==> src/rtl/core/json_byte_tokenizer_unit_defines.svh <==
// Assertion macros for the tokenizer RTL, used by the parser
`ifndef JSON_BYTE_TOKENIZER_UNIT_DEFINES_SVH
`define JSON_BYTE_TOKENIZER_UNIT_DEFINES_SVH

`ifndef SYNTHESIS
// Same-cycle implication, checked out of reset
`define JBT_ASSERT_IMPL(label, ante, cons) \
    label: assert property (@(posedge clk) disable iff (!rst_n) (ante) |-> (cons)) \
        else $error("tokenizer assertion failed");
// Next-cycle implication, checked out of reset
`define JBT_ASSERT_NEXT(label, ante, cons) \
    label: assert property (@(posedge clk) disable iff (!rst_n) (ante) |=> (cons)) \
        else $error("tokenizer assertion failed");
`else
`define JBT_ASSERT_IMPL(label, ante, cons)
`define JBT_ASSERT_NEXT(label, ante, cons)
`endif

`endif

==> src/rtl/core/jbt_pkg.sv <==
// Types, constants and codes shared by the tokenizer modules
package jbt_pkg;

    localparam int NUM_BITS  = 16;
    localparam int STR_LEN   = 16;
    localparam int MAX_DEPTH = 15;

    localparam int QDEPTH = 4;
    localparam int QPTR_W = $clog2(QDEPTH);
    localparam int QCNT_W = $clog2(QDEPTH + 1);

    localparam int ODEPTH = 4;
    localparam int OPTR_W = $clog2(ODEPTH);
    localparam int OCNT_W = $clog2(ODEPTH + 1);

    localparam logic [3:0] DEPTH_MAX = 4'(MAX_DEPTH);
    localparam logic [3:0] TEXT_LAST = 4'(STR_LEN - 1);

    localparam logic [7:0] CH_NUL    = 8'h00;
    localparam logic [7:0] CH_ESC    = 8'h1b;
    localparam logic [7:0] CH_TAB    = 8'h09;
    localparam logic [7:0] CH_NL     = 8'h0a;
    localparam logic [7:0] CH_CR     = 8'h0d;
    localparam logic [7:0] CH_SPACE  = 8'h20;
    localparam logic [7:0] CH_QUOTE  = 8'h22;
    localparam logic [7:0] CH_COMMA  = 8'h2c;
    localparam logic [7:0] CH_ZERO   = 8'h30;
    localparam logic [7:0] CH_NINE   = 8'h39;
    localparam logic [7:0] CH_COLON  = 8'h3a;
    localparam logic [7:0] CH_UP_A   = 8'h41;
    localparam logic [7:0] CH_UP_F   = 8'h46;
    localparam logic [7:0] CH_UP_T   = 8'h54;
    localparam logic [7:0] CH_UP_Z   = 8'h5a;
    localparam logic [7:0] CH_LBRACK = 8'h5b;
    localparam logic [7:0] CH_RBRACK = 8'h5d;
    localparam logic [7:0] CH_LO_A   = 8'h61;
    localparam logic [7:0] CH_LO_F   = 8'h66;
    localparam logic [7:0] CH_LO_T   = 8'h74;
    localparam logic [7:0] CH_LO_Z   = 8'h7a;
    localparam logic [7:0] CH_LBRACE = 8'h7b;
    localparam logic [7:0] CH_RBRACE = 8'h7d;

    typedef enum logic [3:0] {
        CLS_WHITE,
        CLS_RESET,
        CLS_DIGIT,
        CLS_TRUE,
        CLS_FALSE,
        CLS_LETTER,
        CLS_LBRACE,
        CLS_RBRACE,
        CLS_COLON,
        CLS_LBRACK,
        CLS_RBRACK,
        CLS_COMMA,
        CLS_QUOTE,
        CLS_OTHER
    } cls_t;

    typedef enum logic [2:0] {
        ST_IDLE,
        ST_NAME,
        ST_SEP,
        ST_VALUE,
        ST_ARRAY,
        ST_CONT,
        ST_ACONT
    } parse_state_t;

    typedef enum logic [1:0] {
        SUB_NONE,
        SUB_NUM,
        SUB_BOOL,
        SUB_STR
    } sub_state_t;

    typedef enum logic [3:0] {
        EV_NONE,
        EV_TEXT,
        EV_NAME_DONE,
        EV_VALUE_DONE,
        EV_ELEM_DONE,
        EV_OPEN,
        EV_CLOSE,
        EV_ROOT_CLOSE,
        EV_EMPTY_CLOSE,
        EV_RESET,
        EV_ERROR,
        EV_ARRAY_OPEN,
        EV_ARRAY_CLOSE
    } evt_t;

    typedef enum logic [2:0] {
        ERR_BRACE,
        ERR_QUOTE,
        ERR_COLON,
        ERR_CONT,
        ERR_VALUE,
        ERR_ACONT,
        ERR_DEPTH
    } err_t;

    typedef enum logic [1:0] {
        KIND_STR,
        KIND_NUM,
        KIND_BOOL
    } kind_t;

    typedef struct packed {
        logic [7:0] ch;
        cls_t       cls;
    } item_t;

    typedef struct packed {
        evt_t                ev;
        err_t                err;
        kind_t               kind;
        logic [NUM_BITS-1:0] num;
        logic                bval;
        logic [7:0]          ch;
        logic [3:0]          idx;
        logic [3:0]          nest;
        logic                last;
    } res_t;

    // Results of one parsed character: cnt of them, r0 first
    typedef struct packed {
        logic [1:0] cnt;
        res_t       r0;
        res_t       r1;
    } wr_t;

endpackage

==> src/rtl/core/jbt_front.sv <==
// Input side: takes characters and tags each with its character class
module jbt_front (
    input  logic          in_valid,
    output logic          in_ready,
    input  logic [7:0]    in_char,
    input  logic          q_full,
    output logic          q_push,
    output jbt_pkg::item_t q_item
);
    import jbt_pkg::*;

    cls_t cls;

    always_comb
    begin
        case (in_char) inside
            CH_SPACE, CH_NL, CH_CR, CH_TAB: cls = CLS_WHITE;
            CH_NUL, CH_ESC:                 cls = CLS_RESET;
            [CH_ZERO:CH_NINE]:              cls = CLS_DIGIT;
            CH_LO_T, CH_UP_T:               cls = CLS_TRUE;
            CH_LO_F, CH_UP_F:               cls = CLS_FALSE;
            [CH_UP_A:CH_UP_Z], [CH_LO_A:CH_LO_Z]: cls = CLS_LETTER;
            CH_LBRACE:                      cls = CLS_LBRACE;
            CH_RBRACE:                      cls = CLS_RBRACE;
            CH_COLON:                       cls = CLS_COLON;
            CH_LBRACK:                      cls = CLS_LBRACK;
            CH_RBRACK:                      cls = CLS_RBRACK;
            CH_COMMA:                       cls = CLS_COMMA;
            CH_QUOTE:                       cls = CLS_QUOTE;
            default:                        cls = CLS_OTHER;
        endcase
    end

    assign in_ready  = !q_full;
    assign q_push    = in_valid && !q_full;
    assign q_item.ch  = in_char;
    assign q_item.cls = cls;

endmodule

==> src/rtl/core/jbt_queue.sv <==
// Short queue of classified characters between the front and the parser
module jbt_queue (
    input  logic           clk,
    input  logic           rst_n,
    input  logic           push,
    input  jbt_pkg::item_t push_item,
    output logic           full,
    input  logic           pop,
    output logic           empty,
    output jbt_pkg::item_t head
);
    import jbt_pkg::*;

    item_t             q_mem [QDEPTH];
    logic [QPTR_W-1:0] wptr_reg, wptr_next;
    logic [QPTR_W-1:0] rptr_reg, rptr_next;
    logic [QCNT_W-1:0] cnt_reg, cnt_next;
    logic              do_pop;

    assign full   = (cnt_reg == QCNT_W'(QDEPTH));
    assign empty  = (cnt_reg == '0);
    assign head   = q_mem[rptr_reg];
    assign do_pop = pop && !empty;

    always_comb
    begin
        wptr_next = push   ? QPTR_W'(wptr_reg + 1'b1) : wptr_reg;
        rptr_next = do_pop ? QPTR_W'(rptr_reg + 1'b1) : rptr_reg;
        cnt_next  = cnt_reg + QCNT_W'(push) - QCNT_W'(do_pop);
    end

    always_ff @(posedge clk or negedge rst_n)
    begin
        if (!rst_n)
        begin
            wptr_reg <= '0;
            rptr_reg <= '0;
            cnt_reg  <= '0;
        end
        else
        begin
            wptr_reg <= wptr_next;
            rptr_reg <= rptr_next;
            cnt_reg  <= cnt_next;
        end
    end

    always_ff @(posedge clk)
    begin
        if (push)
        begin
            q_mem[wptr_reg] <= push_item;
        end
    end

endmodule

==> src/rtl/core/jbt_back.sv <==
// Parser: grammar state machine, token accumulation and result forming
`include "json_byte_tokenizer_unit_defines.svh"

module jbt_back (
    input  logic           clk,
    input  logic           rst_n,
    input  jbt_pkg::item_t q_item,
    input  logic           q_empty,
    input  logic           space_ok,
    output logic           q_pop,
    output jbt_pkg::wr_t   wr
);
    import jbt_pkg::*;

    parse_state_t        state_reg, state_next;
    sub_state_t          sub_reg, sub_next;
    logic [3:0]          depth_reg, depth_next;
    logic [NUM_BITS-1:0] acc_reg, acc_next;
    logic                bool_reg, bool_next;
    logic [3:0]          tlen_reg, tlen_next;

    function automatic res_t make_res(evt_t ev, err_t er, kind_t kd,
                                      logic [NUM_BITS-1:0] num, logic b,
                                      logic [7:0] ch, logic [3:0] idx,
                                      logic [3:0] nest);
        res_t r;
        r.ev   = ev;
        r.err  = er;
        r.kind = kd;
        r.num  = num;
        r.bval = b;
        r.ch   = ch;
        r.idx  = idx;
        r.nest = nest;
        r.last = 1'b0;
        return r;
    endfunction

    always_ff @(posedge clk or negedge rst_n)
    begin
        if (!rst_n)
        begin
            state_reg <= ST_IDLE;
            sub_reg   <= SUB_NONE;
            depth_reg <= '0;
            acc_reg   <= '0;
            bool_reg  <= 1'b0;
            tlen_reg  <= '0;
        end
        else
        begin
            state_reg <= state_next;
            sub_reg   <= sub_next;
            depth_reg <= depth_next;
            acc_reg   <= acc_next;
            bool_reg  <= bool_next;
            tlen_reg  <= tlen_next;
        end
    end

    always_comb
    begin
        logic                pending;
        logic                done;
        logic                tok_fire;
        logic                str_fire;
        res_t                tok_res;
        res_t                str_res;
        kind_t               kind;
        logic                bval;
        logic [3:0]          idx;
        logic [NUM_BITS-1:0] num;
        evt_t                dev;
        logic [NUM_BITS-1:0] digit;
        logic                is_letter;

        state_next = state_reg;
        sub_next   = sub_reg;
        depth_next = depth_reg;
        acc_next   = acc_reg;
        bool_next  = bool_reg;
        tlen_next  = tlen_reg;

        pending   = 1'b1;
        done      = 1'b0;
        tok_fire  = 1'b0;
        str_fire  = 1'b0;
        tok_res   = '0;
        str_res   = '0;
        kind      = KIND_STR;
        bval      = 1'b0;
        idx       = '0;
        num       = '0;
        dev       = EV_VALUE_DONE;
        digit     = NUM_BITS'(q_item.ch[3:0]);
        is_letter = q_item.cls inside {CLS_TRUE, CLS_FALSE, CLS_LETTER};

        q_pop = !q_empty && space_ok;

        if (!q_pop || (q_item.cls == CLS_WHITE && sub_reg != SUB_STR))
        begin
            // hold: nothing to do, or whitespace outside a string
        end
        else if (q_item.cls == CLS_RESET)
        begin
            state_next = ST_IDLE;
            sub_next   = SUB_NONE;
            depth_next = '0;
            acc_next   = '0;
            bool_next  = 1'b0;
            tlen_next  = '0;
            str_fire   = 1'b1;
            str_res    = make_res(EV_RESET, ERR_BRACE, KIND_STR, '0, 1'b0, '0, '0, '0);
        end
        else
        begin
            // finish or extend the open token first
            case (sub_reg)
                SUB_NUM:
                begin
                    if (q_item.cls == CLS_DIGIT)
                    begin
                        acc_next = {acc_reg[NUM_BITS-4:0], 3'b000}
                                 + {acc_reg[NUM_BITS-2:0], 1'b0} + digit;
                    end
                    else
                    begin
                        done = 1'b1;
                        kind = KIND_NUM;
                        num  = acc_reg;
                    end
                end
                SUB_BOOL:
                begin
                    if (!is_letter)
                    begin
                        done = 1'b1;
                        kind = KIND_BOOL;
                        bval = bool_reg;
                    end
                end
                SUB_STR:
                begin
                    if (q_item.cls == CLS_QUOTE)
                    begin
                        done    = 1'b1;
                        kind    = KIND_STR;
                        idx     = tlen_reg;
                        pending = 1'b0;
                    end
                    else if (tlen_reg < TEXT_LAST)
                    begin
                        tok_fire  = 1'b1;
                        tok_res   = make_res(EV_TEXT, ERR_BRACE, KIND_STR, '0, 1'b0,
                                             q_item.ch, tlen_reg, depth_reg);
                        tlen_next = tlen_reg + 4'd1;
                    end
                end
                default:
                begin
                end
            endcase

            if (done)
            begin
                case (state_reg)
                    ST_NAME:
                    begin
                        dev        = EV_NAME_DONE;
                        state_next = ST_SEP;
                    end
                    ST_ARRAY:
                    begin
                        dev        = EV_ELEM_DONE;
                        state_next = ST_ACONT;
                    end
                    default:
                    begin
                        dev        = EV_VALUE_DONE;
                        state_next = ST_CONT;
                    end
                endcase
                sub_next = SUB_NONE;
                tok_fire = 1'b1;
                tok_res  = make_res(dev, ERR_BRACE, kind, num, bval, '0, idx, depth_reg);
            end

            // then parse the character as structure
            if (sub_next == SUB_NONE && pending)
            begin
                str_fire = 1'b1;
                case (state_next)
                    ST_IDLE:
                    begin
                        if (q_item.cls == CLS_LBRACE)
                        begin
                            state_next = ST_NAME;
                            str_res = make_res(EV_OPEN, ERR_BRACE, KIND_STR, '0, 1'b0,
                                               '0, '0, depth_next);
                        end
                        else
                        begin
                            str_res = make_res(EV_ERROR, ERR_BRACE, KIND_STR, '0, 1'b0,
                                               '0, '0, depth_next);
                        end
                    end
                    ST_NAME:
                    begin
                        if (q_item.cls == CLS_RBRACE)
                        begin
                            state_next = ST_IDLE;
                            str_res = make_res(EV_EMPTY_CLOSE, ERR_BRACE, KIND_STR, '0,
                                               1'b0, '0, '0, depth_next);
                        end
                        else if (q_item.cls == CLS_QUOTE)
                        begin
                            str_fire  = 1'b0;
                            sub_next  = SUB_STR;
                            tlen_next = '0;
                        end
                        else
                        begin
                            str_res = make_res(EV_ERROR, ERR_QUOTE, KIND_STR, '0, 1'b0,
                                               '0, '0, depth_next);
                        end
                    end
                    ST_SEP:
                    begin
                        if (q_item.cls == CLS_COLON)
                        begin
                            str_fire   = 1'b0;
                            state_next = ST_VALUE;
                        end
                        else
                        begin
                            str_res = make_res(EV_ERROR, ERR_COLON, KIND_STR, '0, 1'b0,
                                               '0, '0, depth_next);
                        end
                    end
                    ST_VALUE, ST_ARRAY:
                    begin
                        case (q_item.cls)
                            CLS_QUOTE:
                            begin
                                str_fire  = 1'b0;
                                sub_next  = SUB_STR;
                                tlen_next = '0;
                            end
                            CLS_DIGIT:
                            begin
                                str_fire = 1'b0;
                                sub_next = SUB_NUM;
                                acc_next = digit;
                            end
                            CLS_TRUE, CLS_FALSE:
                            begin
                                str_fire  = 1'b0;
                                sub_next  = SUB_BOOL;
                                bool_next = (q_item.cls == CLS_TRUE);
                            end
                            CLS_LBRACK:
                            begin
                                if (state_next == ST_VALUE)
                                begin
                                    state_next = ST_ARRAY;
                                    str_res = make_res(EV_ARRAY_OPEN, ERR_BRACE, KIND_STR,
                                                       '0, 1'b0, '0, '0, depth_next);
                                end
                                else
                                begin
                                    str_res = make_res(EV_ERROR, ERR_VALUE, KIND_STR, '0,
                                                       1'b0, '0, '0, depth_next);
                                end
                            end
                            CLS_LBRACE:
                            begin
                                if (depth_next >= DEPTH_MAX)
                                begin
                                    str_res = make_res(EV_ERROR, ERR_DEPTH, KIND_STR, '0,
                                                       1'b0, '0, '0, depth_next);
                                end
                                else
                                begin
                                    depth_next = depth_next + 4'd1;
                                    state_next = ST_NAME;
                                    str_res = make_res(EV_OPEN, ERR_BRACE, KIND_STR, '0,
                                                       1'b0, '0, '0, depth_next);
                                end
                            end
                            default:
                            begin
                                str_res = make_res(EV_ERROR, ERR_VALUE, KIND_STR, '0,
                                                   1'b0, '0, '0, depth_next);
                            end
                        endcase
                    end
                    ST_CONT:
                    begin
                        if (q_item.cls == CLS_RBRACE)
                        begin
                            if (depth_next != '0)
                            begin
                                depth_next = depth_next - 4'd1;
                                str_res = make_res(EV_CLOSE, ERR_BRACE, KIND_STR, '0, 1'b0,
                                                   '0, '0, depth_next);
                            end
                            else
                            begin
                                state_next = ST_IDLE;
                                str_res = make_res(EV_ROOT_CLOSE, ERR_BRACE, KIND_STR, '0,
                                                   1'b0, '0, '0, depth_next);
                            end
                        end
                        else if (q_item.cls == CLS_COMMA)
                        begin
                            str_fire   = 1'b0;
                            state_next = ST_NAME;
                        end
                        else
                        begin
                            str_res = make_res(EV_ERROR, ERR_CONT, KIND_STR, '0, 1'b0,
                                               '0, '0, depth_next);
                        end
                    end
                    ST_ACONT:
                    begin
                        if (q_item.cls == CLS_RBRACK)
                        begin
                            state_next = ST_CONT;
                            str_res = make_res(EV_ARRAY_CLOSE, ERR_BRACE, KIND_STR, '0,
                                               1'b0, '0, '0, depth_next);
                        end
                        else if (q_item.cls == CLS_COMMA)
                        begin
                            str_fire   = 1'b0;
                            state_next = ST_ARRAY;
                        end
                        else
                        begin
                            str_res = make_res(EV_ERROR, ERR_ACONT, KIND_STR, '0, 1'b0,
                                               '0, '0, depth_next);
                        end
                    end
                    default:
                    begin
                        str_fire = 1'b0;
                    end
                endcase
            end
        end

        // pack the results in order and mark the final one
        tok_res.last = !str_fire;
        str_res.last = 1'b1;
        wr.cnt = 2'(tok_fire) + 2'(str_fire);
        wr.r0  = tok_fire ? tok_res : str_res;
        wr.r1  = str_res;
    end

    `JBT_ASSERT_IMPL(a_depth_bound, 1'b1, depth_reg <= DEPTH_MAX)
    `JBT_ASSERT_NEXT(a_reset_clears, q_pop && q_item.cls == CLS_RESET,
        state_reg == ST_IDLE && sub_reg == SUB_NONE && depth_reg == '0)
    `JBT_ASSERT_IMPL(a_token_context, sub_reg != SUB_NONE,
        state_reg == ST_NAME || state_reg == ST_VALUE || state_reg == ST_ARRAY)

endmodule

==> src/rtl/core/jbt_outbuf.sv <==
// Result buffer: takes up to two results a cycle, hands out one per transfer
module jbt_outbuf (
    input  logic          clk,
    input  logic          rst_n,
    input  jbt_pkg::wr_t  wr,
    output logic          space_ok,
    output logic          out_valid,
    input  logic          out_ready,
    output jbt_pkg::res_t head
);
    import jbt_pkg::*;

    res_t              o_mem [ODEPTH];
    logic [OPTR_W-1:0] wptr_reg, wptr_next;
    logic [OPTR_W-1:0] rptr_reg, rptr_next;
    logic [OCNT_W-1:0] cnt_reg, cnt_next;
    logic              do_pop;

    assign out_valid = (cnt_reg != '0);
    assign head      = o_mem[rptr_reg];
    assign do_pop    = out_valid && out_ready;
    assign space_ok  = (cnt_reg <= OCNT_W'(ODEPTH - 2));

    always_comb
    begin
        wptr_next = OPTR_W'(wptr_reg + OPTR_W'(wr.cnt));
        rptr_next = do_pop ? OPTR_W'(rptr_reg + 1'b1) : rptr_reg;
        cnt_next  = cnt_reg + OCNT_W'(wr.cnt) - OCNT_W'(do_pop);
    end

    always_ff @(posedge clk or negedge rst_n)
    begin
        if (!rst_n)
        begin
            wptr_reg <= '0;
            rptr_reg <= '0;
            cnt_reg  <= '0;
        end
        else
        begin
            wptr_reg <= wptr_next;
            rptr_reg <= rptr_next;
            cnt_reg  <= cnt_next;
        end
    end

    always_ff @(posedge clk)
    begin
        if (wr.cnt != 2'd0)
        begin
            o_mem[wptr_reg] <= wr.r0;
        end
        if (wr.cnt == 2'd2)
        begin
            o_mem[OPTR_W'(wptr_reg + 1'b1)] <= wr.r1;
        end
    end

endmodule

==> src/rtl/core/json_byte_tokenizer_unit.sv <==
// Top level of the streaming JSON tokenizer.
// Each character waits in the input queue, and its results wait in the output buffer.
// Throughput: one character per cycle while the output buffer has room; the results of a character
// leave one at a time through the single-result output port after the four-entry buffer.
// Reset (rst_n low, asynchronous) empties both queues and returns the parser to idle.
module json_byte_tokenizer_unit (
    input  logic        clk,
    input  logic        rst_n,
    input  logic        in_valid,
    output logic        in_ready,
    input  logic [7:0]  in_char,
    output logic        out_valid,
    input  logic        out_ready,
    output logic [3:0]  event_res,
    output logic [2:0]  error_code,
    output logic [1:0]  token_kind,
    output logic [15:0] number_value,
    output logic        bool_value,
    output logic [7:0]  text_char,
    output logic [3:0]  text_index,
    output logic [3:0]  nest_level,
    output logic        last
);
    import jbt_pkg::*;

    logic  q_push;
    logic  q_full;
    logic  q_empty;
    logic  q_pop;
    item_t push_item;
    item_t head_item;
    logic  space_ok;
    wr_t   wr;
    res_t  res;

    jbt_front u_front (
        .in_valid (in_valid),
        .in_ready (in_ready),
        .in_char  (in_char),
        .q_full   (q_full),
        .q_push   (q_push),
        .q_item   (push_item)
    );

    jbt_queue u_queue (
        .clk       (clk),
        .rst_n     (rst_n),
        .push      (q_push),
        .push_item (push_item),
        .full      (q_full),
        .pop       (q_pop),
        .empty     (q_empty),
        .head      (head_item)
    );

    jbt_back u_back (
        .clk      (clk),
        .rst_n    (rst_n),
        .q_item   (head_item),
        .q_empty  (q_empty),
        .space_ok (space_ok),
        .q_pop    (q_pop),
        .wr       (wr)
    );

    jbt_outbuf u_outbuf (
        .clk       (clk),
        .rst_n     (rst_n),
        .wr        (wr),
        .space_ok  (space_ok),
        .out_valid (out_valid),
        .out_ready (out_ready),
        .head      (res)
    );

    assign event_res    = res.ev;
    assign error_code   = res.err;
    assign token_kind   = res.kind;
    assign number_value = res.num;
    assign bool_value   = res.bval;
    assign text_char    = res.ch;
    assign text_index   = res.idx;
    assign nest_level   = res.nest;
    assign last         = res.last;

endmodule

==> config.mk <==
export PLATFORM = sky130hd
export DESIGN_NAME = json_byte_tokenizer_unit
export DESIGN_NICKNAME = d
export VERILOG_FILES = /design/src/rtl/core/jbt_pkg.sv /design/src/rtl/core/jbt_front.sv /design/src/rtl/core/jbt_queue.sv /design/src/rtl/core/jbt_back.sv /design/src/rtl/core/jbt_outbuf.sv /design/src/rtl/core/json_byte_tokenizer_unit.sv
export VERILOG_INCLUDE_DIRS = /design/src /design/src/rtl/core
export SDC_FILE = /design/constraint.sdc
export NUM_CORES = 1
export LEC_CHECK = 0
export BUFFER_PORTS_ARGS = -buffer_cell sky130_fd_sc_hd__buf_4
export CORE_ASPECT_RATIO = 0.6
export CORE_UTILIZATION = 61
export DETAILED_ROUTE_END_ITERATION = 10
export PLACE_DENSITY = 0.79
export SETUP_SLACK_MARGIN = 0.2
export SYNTH_ARGS = -nofsm -noshare
export SYNTH_HDL_FRONTEND = slang
export SYNTH_SLANG_ARGS = --single-unit
export TNS_END_PERCENT = 100
==> constraint.sdc <==
create_clock -name clk -period 13.72 [get_ports clk]
set_clock_uncertainty 0.2 [all_clocks]
set_input_delay 4.116 -clock clk [delete_from_list [all_inputs] [get_ports clk]]
set_output_delay 4.116 -clock clk [all_outputs]
set_load 0.02 [all_outputs]
==> summary.md, run 1 <==
| Metric | Value |
|---|---|
| Status | `complete, but fails checks` |
| Failing checks | `design-rule violations` |
| FFs w/ async S/R, synth | `16.67%` |
| First-pass GRT wire length | `approximately 55000 um` |
| Distinct cells, synth | `97` |
| 1st-pass router iterations | `9` |
| Post-synth net total | `between 1k and 1.5k` |
| Clock Tree Root | `clkbuf_16` |
| CP Launch Type | `flip-flop` |
| Leak | `5.643 nW` |
| Footprint of the multi-input gates | `0.006505 sq mm` |
| Antenna cells | `0` |
| Top_reg_cell synth | `dfxtp_1` |
| Worst Path Arrival | `2.74 ns` |
| Synth area leader | `edfxtp_1` |
| Starting Density | `62.90%` |
| Total GRT Usage | `32.35%` |
| Syn-to-layout area delta | `10.41%` |
| Clock slew at reported path FFs | `around 0.070 ns` |
| Fin crit period | `7.057 ns` |
| Layout fillers | `between 1.5k and 2k` |
| Grt ovf | `0` |
| Ys Warns | `0` |
| FF+latch count, synth | `between 200 and 300` |
| Slew Limit Fails | `0` |
| Num CTS Buffers | `24` |
| Placed cell areas | `between 0.01 and 0.015 sq mm` |
| Unrepaired setup endpoints after global routing | `false` |
| Vias in the first global route | `between 9k and 10k` |
| Routed WL | `35400 um` |
| CTS sink cnt | `264` |
| Placed Cells | `1451` |
| PnR Total Power | `a little over 3 mW` |
| Peak VDD IR | `between 0.15 and 0.2 mV` |
| # IOs | `57` |
| Later-pin clock latency in the skew report | `0.54 ns` |
| EDFF count, synth | `92` |
| Postcts setup bufs | `0` |
| 1st-iter DRT viols | `around 1.3k` |
| Non-Filler Instances | `~1.5k` |
| Slew HR | `between 20% and 30%` |
| Register area | `about 0.0064 sq mm` |
| Largest net degree at the start of global routing | `between 40 and 50` |
| Final instance area | `0.01475 sq mm` |
| Initial antenna violation count | `0` |
| WS Path Type | `reg -> out` |
| Final #Nets | `1261` |
| DP HPWL | `24580 um` |
| Post-cts sizing count | `0` |
| Synth Area per Inst | `11.35 sq um` |
| Die Area | `about 0.023 sq mm` |
| Share of cells above drive strength 1 | `between 10% and 20%` |
| Synth top area cells | `edfxtp_1 (21%), dfxtp_1 (19%), mux4_2 (9.6%), dfrtp_1 (8.2%), a22o_1 (6.8%)` |
| Port bufs | `between 50 and 60` |
| # hold bufs at CTS | `0` |
| Post-synthesis cell count | `about 1.2k` |
| Worst min-delay path class | `reg -> reg` |
| Rows | `41` |
| Max-cap viol count | `0` |
| Max FFs per register | `172` |
| Register area share after synthesis | `roughly half` |
| Post-route ant nets | `0` |
| Power per cell area | `around 210 mW/mm^2` |
| Die W | `about 190 um` |
| Crit path required time | `about 9.4 ns` |
| Vias after detailed routing | `about 10k` |
| GPL Wtd Cong | `between 0.9 and 1` |
| Most common cell after layout, fill and taps aside | `dfxtp_1` |
| Worst-Margin Slew | `around 1.2 ns` |
| Die Y | `around 120 um` |
| Mean number of vias per cell | `between 6 and 7` |
| H-tree lvl count | `1` |
| Hold_ws | `about 0.25 ns` |
| Core area | `0.02124 sq mm` |
| Worst Path Max Fanout | `28` |
| Max clock buf depth | `3` |
| DRC | `10` |
| Yosys top cell area share | `between 20% and 30%` |
| CTS tree | `built` |
| # setup viols final | `0` |
| Final hold viol count | `0` |
| WL/cell | `~24 um` |
| Setup TNS | `0 ns` |
| Syn Std Cell Area | `around 0.013 sq mm` |
| Max Clk Rate | `141.7 MHz` |
| Period utilization | `51.44%` |
| Critical path endpoint category | `output pin` |
| Most frequent cells in the layout | `dfxtp_1 (128), a22o_1 (103), nand2_1 (92), edfxtp_1 (92), o21ai_0 (74)` |
-- power breakdown --
part,internal [mW],switching (mW),total [mW]
Sequential,0.934,0.146,1.08
Clock,0.381,0.300,0.681
Combinational,0.472,0.844,1.32
-- layout make-up --
| cell class | instances | area share [%] |
|---|---|---|
| clock inverters | 14 | 0.9840 |
| flip-flops and latches | 264 | 43.58 |
| inverters | 38 | 0.9670 |
| well taps | 279 | 2.367 |
| repair buffers | 70 | 3.563 |
| multi-input cells | 800 | 44.10 |
| clock buffers | 30 | 4.436 |
-- critical path, stage by stage, from the launching register on --
cell     delay [ns]
dfrtp_2        0.79
buf_4          0.58
mux4_2         0.62
buf_4          0.18
-- synth_stat cells (5+ instances only) --
master and number:
a22o_1 103, a21oi_1 38, ha_1 47, mux4_2 57, clkbuf_1 57, buf_1 10
o31ai_1 6, or3_1 11, a32o_1 10, xor2_1 9, nand2b_1 5, and3_1 12
o22ai_1 14, nor2b_1 9, buf_2 7, a31oi_1 5, and2_1 12, inv_1 38
o32ai_1 6, or2_2 8, dfxtp_1 128, o21ai_0 74, xnor2_1 18, dfrtp_1 44
nor2_1 77, a211oi_1 9, mux2i_1 8, nand3_1 32, nand2_1 92, a21o_1 10
o211ai_1 5, nor3_1 23, edfxtp_1 92
-- logic make-up (layout without fill, tap and decap cells) --
| family | Yosys count | count (layout) | share of synthesized area, % |
|---|---|---|---|
| XOR/XNOR | 27 | 27 | 1.770 |
| buffers and inverters | 113 | 152 | 3.297 |
| flip-flops | 264 | 264 | 48.10 |
| adder cells (fa/ha/maj) | 51 | 51 | 5.001 |
| AND/OR/NAND/NOR | 311 | 311 | 11.45 |
| AO/OA/AOI/OAI | 342 | 342 | 19.84 |
| multiplexers | 69 | 69 | 10.55 |
-- metal layers --
layer	vias up	part of all wire [%]	track usage [%]
met1	5075	44	51.27
met4	0	1.7	5.208
met2	653	42	45.02
met3	62	12	8.083
met5	-	0	0
li1	4557	-	-
-- stage by stage --
step | utilization [%] | setup WS (ns)
2_1_floorplan | - | 7.523
3_3_place_gp | 65.69 | 7.224
3_5_place_dp | 65.69 | 7.191
4_1_cts | 69.45 | 6.625
5_1_grt | 69.45 | 6.512
6_report | 69.45 | 6.663
-- worst paths after layout --
kind | to | start | cells past startpoint | slack (ns)
setup / recovery | text_char[6] | u_outbuf.rptr_reg[0] | 3 | 6.66
setup reg to reg | u_outbuf.o_mem[1][2] | u_queue.rptr_reg[0] | 14 | 7.10
hold / removal | u_outbuf.o_mem[2][11] | u_outbuf.o_mem[2][11] | 2 | 0.25
min in group asynchronous | u_back.depth_reg[3] | rst_n | 1 | 3.39
hold reg to reg | u_outbuf.o_mem[2][11] | u_outbuf.o_mem[2][11] | 2 | 0.25
max in group asynchronous | u_outbuf.rptr_reg[0] | rst_n | 1 | 9.45
Power figures use the tool's default switching activity.
==> inputs of run 2 (changes only) <==
Settings changed: ABC_AREA set to 1, CORE_UTILIZATION 61 to 56, PLACE_DENSITY 0.79 to 0.76.
Clock period 13.72 ns to 6.4 ns, I/O delays scaled along.
==> summary.md, run 2 <==
| Metric | Value |
|---|---|
| Antenna cells | `0 (unchanged)` |
| Synth Area per Inst | `7.916 sq um (-30%)` |
| Post-synth net total | `1831 (+48%)` |
| Ys Warns | `0 (unchanged)` |
| PnR Total Power | `7.632 mW (+150%)` |
| Slowest CP cell | `dfrtp_2` |
| Worst Path Arrival | `5.85 ns (+3.11 ns)` |
| Clock slew at reported path FFs | `0.07 ns (about the same)` |
| Worst-Margin Slew | `1.168 ns (-0.01874 ns)` |
| Port bufs | `56 (unchanged)` |
| Met3 wire length | `3742 um (-15%)` |
| Max clock buf depth | `3 (unchanged)` |
| Routed wl met2 | `16090 um (+9.5%)` |
| Critical Path Stages | `31 (+28)` |
| # setup viols final | `0 (unchanged)` |
| Peak VDD IR | `0.5065 mV (+180%)` |
| Slew Limit Fails | `0 (unchanged)` |
| Die W | `206.1 um (+6.8%)` |
| Final instance area | `0.01549 sq mm (+5.0%)` |
| Crit path max-delay family | `simple AND/OR/NAND/NOR gates` |
| Setup TNS | `0 ns (unchanged)` |
| Postcts setup bufs | `0 (unchanged)` |
| Power per cell area | `492.7 mW/mm^2 (+140%)` |
| Worst min-delay path class | `reg -> reg` |
| Worst Path Max Fanout | `31 (+11%)` |
| Most used cell, CP | `nand2_1` |
| Share of cells above drive strength 1 | `11.87% (-5.6 points)` |
| Slew HR | `21.83% (+1.4 points)` |
| Fin crit period | `~5.6 ns` |
| Die Y | `124.5 um (+6.7%)` |
| DP HPWL | `25810 um (+5.0%)` |
| Syn Std Cell Area | `0.01399 sq mm (+4.8%)` |
| FFs w/ async S/R, synth | `16.67% (unchanged)` |
| CTS sink cnt | `264 (unchanged)` |
| Total GRT Usage | `30.13% (-2.2 points)` |
| Syn-to-layout area delta | `10.67%` |
| Vias after detailed routing | `12.60k (+22%)` |
| Unrepaired setup endpoints after global routing | `false` |
| Placed cell areas | `0.01462 sq mm (+4.8%)` |
| Max FFs per register | `172 (unchanged)` |
| Yosys top cell area share | `19.74% (-0.94 points)` |
| Distinct cells, synth | `60 (-38%)` |
| WL/cell | `17.97 um (-24%)` |
| Later-pin clock latency in the skew report | `0.56 ns (+0.02 ns)` |
| # IOs | `57 (unchanged)` |
| Initial antenna violation count | `0 (unchanged)` |
| Num CTS Buffers | `25 (+4.2%)` |
| Synth area leader | `edfxtp_1` |
| Die Area | `0.02565 sq mm (+14%)` |
| Largest net degree at the start of global routing | `88 (+96%)` |
| Most common cell after layout, fill and taps aside | `nand2_1` |
| Cell count of the worst reg-to-reg path | `31 (+17)` |
| Register area share after synthesis | `45.92% (-2.2 points)` |
| Max-cap viol count | `0 (unchanged)` |
| Vias in the first global route | `11.80k (+25%)` |
| Routed WL | `38330 um (+8.3%)` |
| CP peak stage delay | `0.69 ns (-0.10 ns)` |
| Mean number of vias per cell | `5.907 (-15%)` |
| Most frequent cells in the layout | `nand2_1 (375), o21ai_0 (275), nor2_1 (215)` |
| Final #Nets | `1857 (+47%)` |
| Synth top area cells | `edfxtp_1 (20%), dfxtp_1 (18%), nand2_1 (10%), o21ai_0 (9.8%), dfrtp_1 (7.9%)` |
| Rows | `44 (+7.3%)` |
| EDFF count, synth | `92 (unchanged)` |
| DRC | `0 (-10)` |
| Max Clk Rate | `about 180 MHz` |
| H-tree lvl count | `1 (unchanged)` |
| WHS Path Cells | `2 (unchanged)` |
| Buf/Inv on CP | `8 (+6)` |
| 1st-pass router iterations | `5 (-4)` |
| Post-synthesis cell count | `1768 (+50%)` |
| WS Path Type | `reg -> reg` |
| FF+latch count, synth | `264 (unchanged)` |
| Grt ovf | `0 (unchanged)` |
| # hold bufs at CTS | `0 (unchanged)` |
| Count leader, synth | `nand2_1` |
| Period utilization | `around 90%` |
| Starting Density | `57.51% (-5.4 points)` |
| Final hold viol count | `0 (unchanged)` |
| 1st-iter DRT viols | `1583 (+24%)` |
| GPL Wtd Cong | `1.002 (+2.8%)` |
| Top_reg_cell synth | `dfxtp_1` |
| Clock Tree Root | `clkbuf_16` |
| Core area | `0.02433 sq mm (+15%)` |
| Crit path required time | `6.63 ns (-2.77 ns)` |
| Status | `finished, final reports clean` |
| Routed length on met1 | `17720 um (+13%)` |
| Critical path endpoint category | `flip-flop` |
| CP Launch Type | `flip-flop` |
| Leak | `6.400 nW (+13%)` |
| First-pass GRT wire length | `62190 um (+13%)` |
| Post-route ant nets | `0 (unchanged)` |
| CTS tree | `built` |
| Uppermost layer routed | `met4` |
| Top post-synthesis cells by count | `nand2_1 (376), o21ai_0 (275), nor2_1 (215)` |
run 2: cell count changes in the layout (fill, tap and decap cells not counted), moves of 23 or more:
cell / before / now
nand2_1: 92 / 375
o21ai_0: 74 / 275
nor2_1: 72 / 215
a22o_1: 103 / 0
inv_1: 39 / 116
nand3_1: 32 / 90
mux4_2: 57 / 0
o22ai_1: 14 / 56
nand2_2: 1 / 24
run 2: logic make-up (layout without fill, tap and decap cells):
kind of cell | Yosys count | in the layout | synth area share, %
flip-flops | 264 | 264 | 45.92
adder cells (fa/ha/maj) | 51 | 51 | 4.774
AO/OA/AOI/OAI | 444 | 444 | 17.31
AND/OR/NAND/NOR | 765 | 765 | 24.00
XOR/XNOR | 24 | 24 | 1.502
buffers and inverters | 220 | 263 | 6.500
run 2: worst paths after layout:
kind | from | end | slack, ns
worst max-delay path | u_queue.rptr_reg[0] | u_outbuf.o_mem[2][29] | 0.78
worst min-delay path | u_outbuf.o_mem[2][27] | u_outbuf.o_mem[2][27] | 0.25
worst max register to register | u_queue.rptr_reg[0] | u_outbuf.o_mem[2][29] | 0.78
worst min register to register | u_outbuf.o_mem[2][27] | u_outbuf.o_mem[2][27] | 0.25
max in group asynchronous | rst_n | u_queue.rptr_reg[0] | 4.37
min in group asynchronous | rst_n | u_outbuf.rptr_reg[0] | 1.18
run 2: what timing repair did:
item / CTS / global route
resized for setup: 0 / 4
endpoints found under the hold margin: 0 / 0
endpoints found under the setup margin: 0 / 99
run 2: routing by layer:
metal	vias to the layer above	track usage (%)
li1	6014	-
met3	65	5.338
met5	-	0
met4	0	7.483
met1	5887	45.41
met2	633	44.49
run 2: area by class of cell:
type	instances	area [sq um]
clock buffer	30	706.9
clock inverter	14	147.6
fill	2096	8845
inverter	139	534.3
multi-input combinational	1284	6668
sequential	264	6429
tap	322	402.9
timing repair buffer	79	593.1
timing repair inverter	1	7.507
run 2: metrics by stage:
stage                     utilization [%]  cells  setup WS [ns]  hold WS [ns]
after global placement              60.08   2088         0.6872        0.2326
after detailed placement            60.08   2088         0.4352        0.2403
final                               63.65   2133         0.7806        0.2530
after floorplan                         -   1768          2.094        0.2231
after global routing                63.65   2133         0.3460        0.2787
after CTS                           63.59   2132         0.4003        0.2586
run 2: worst reg2reg max path: cells and delay by family (launching register included):
family                     cells  cell delay [ns]
buffers and inverters          8             0.96
AOI/OAI and AO/OA              3             0.44
adders and majority gates      1             0.25
and+or+nand+nor               19             2.92
DFF                            1             0.69
run 2: where the power goes:
| group | internal, mW | switching [mW] |
|---|---|---|
| Clock | 0.878 | 0.685 |
| Sequential | 2.01 | 0.222 |
| Combinational | 1.18 | 2.66 |
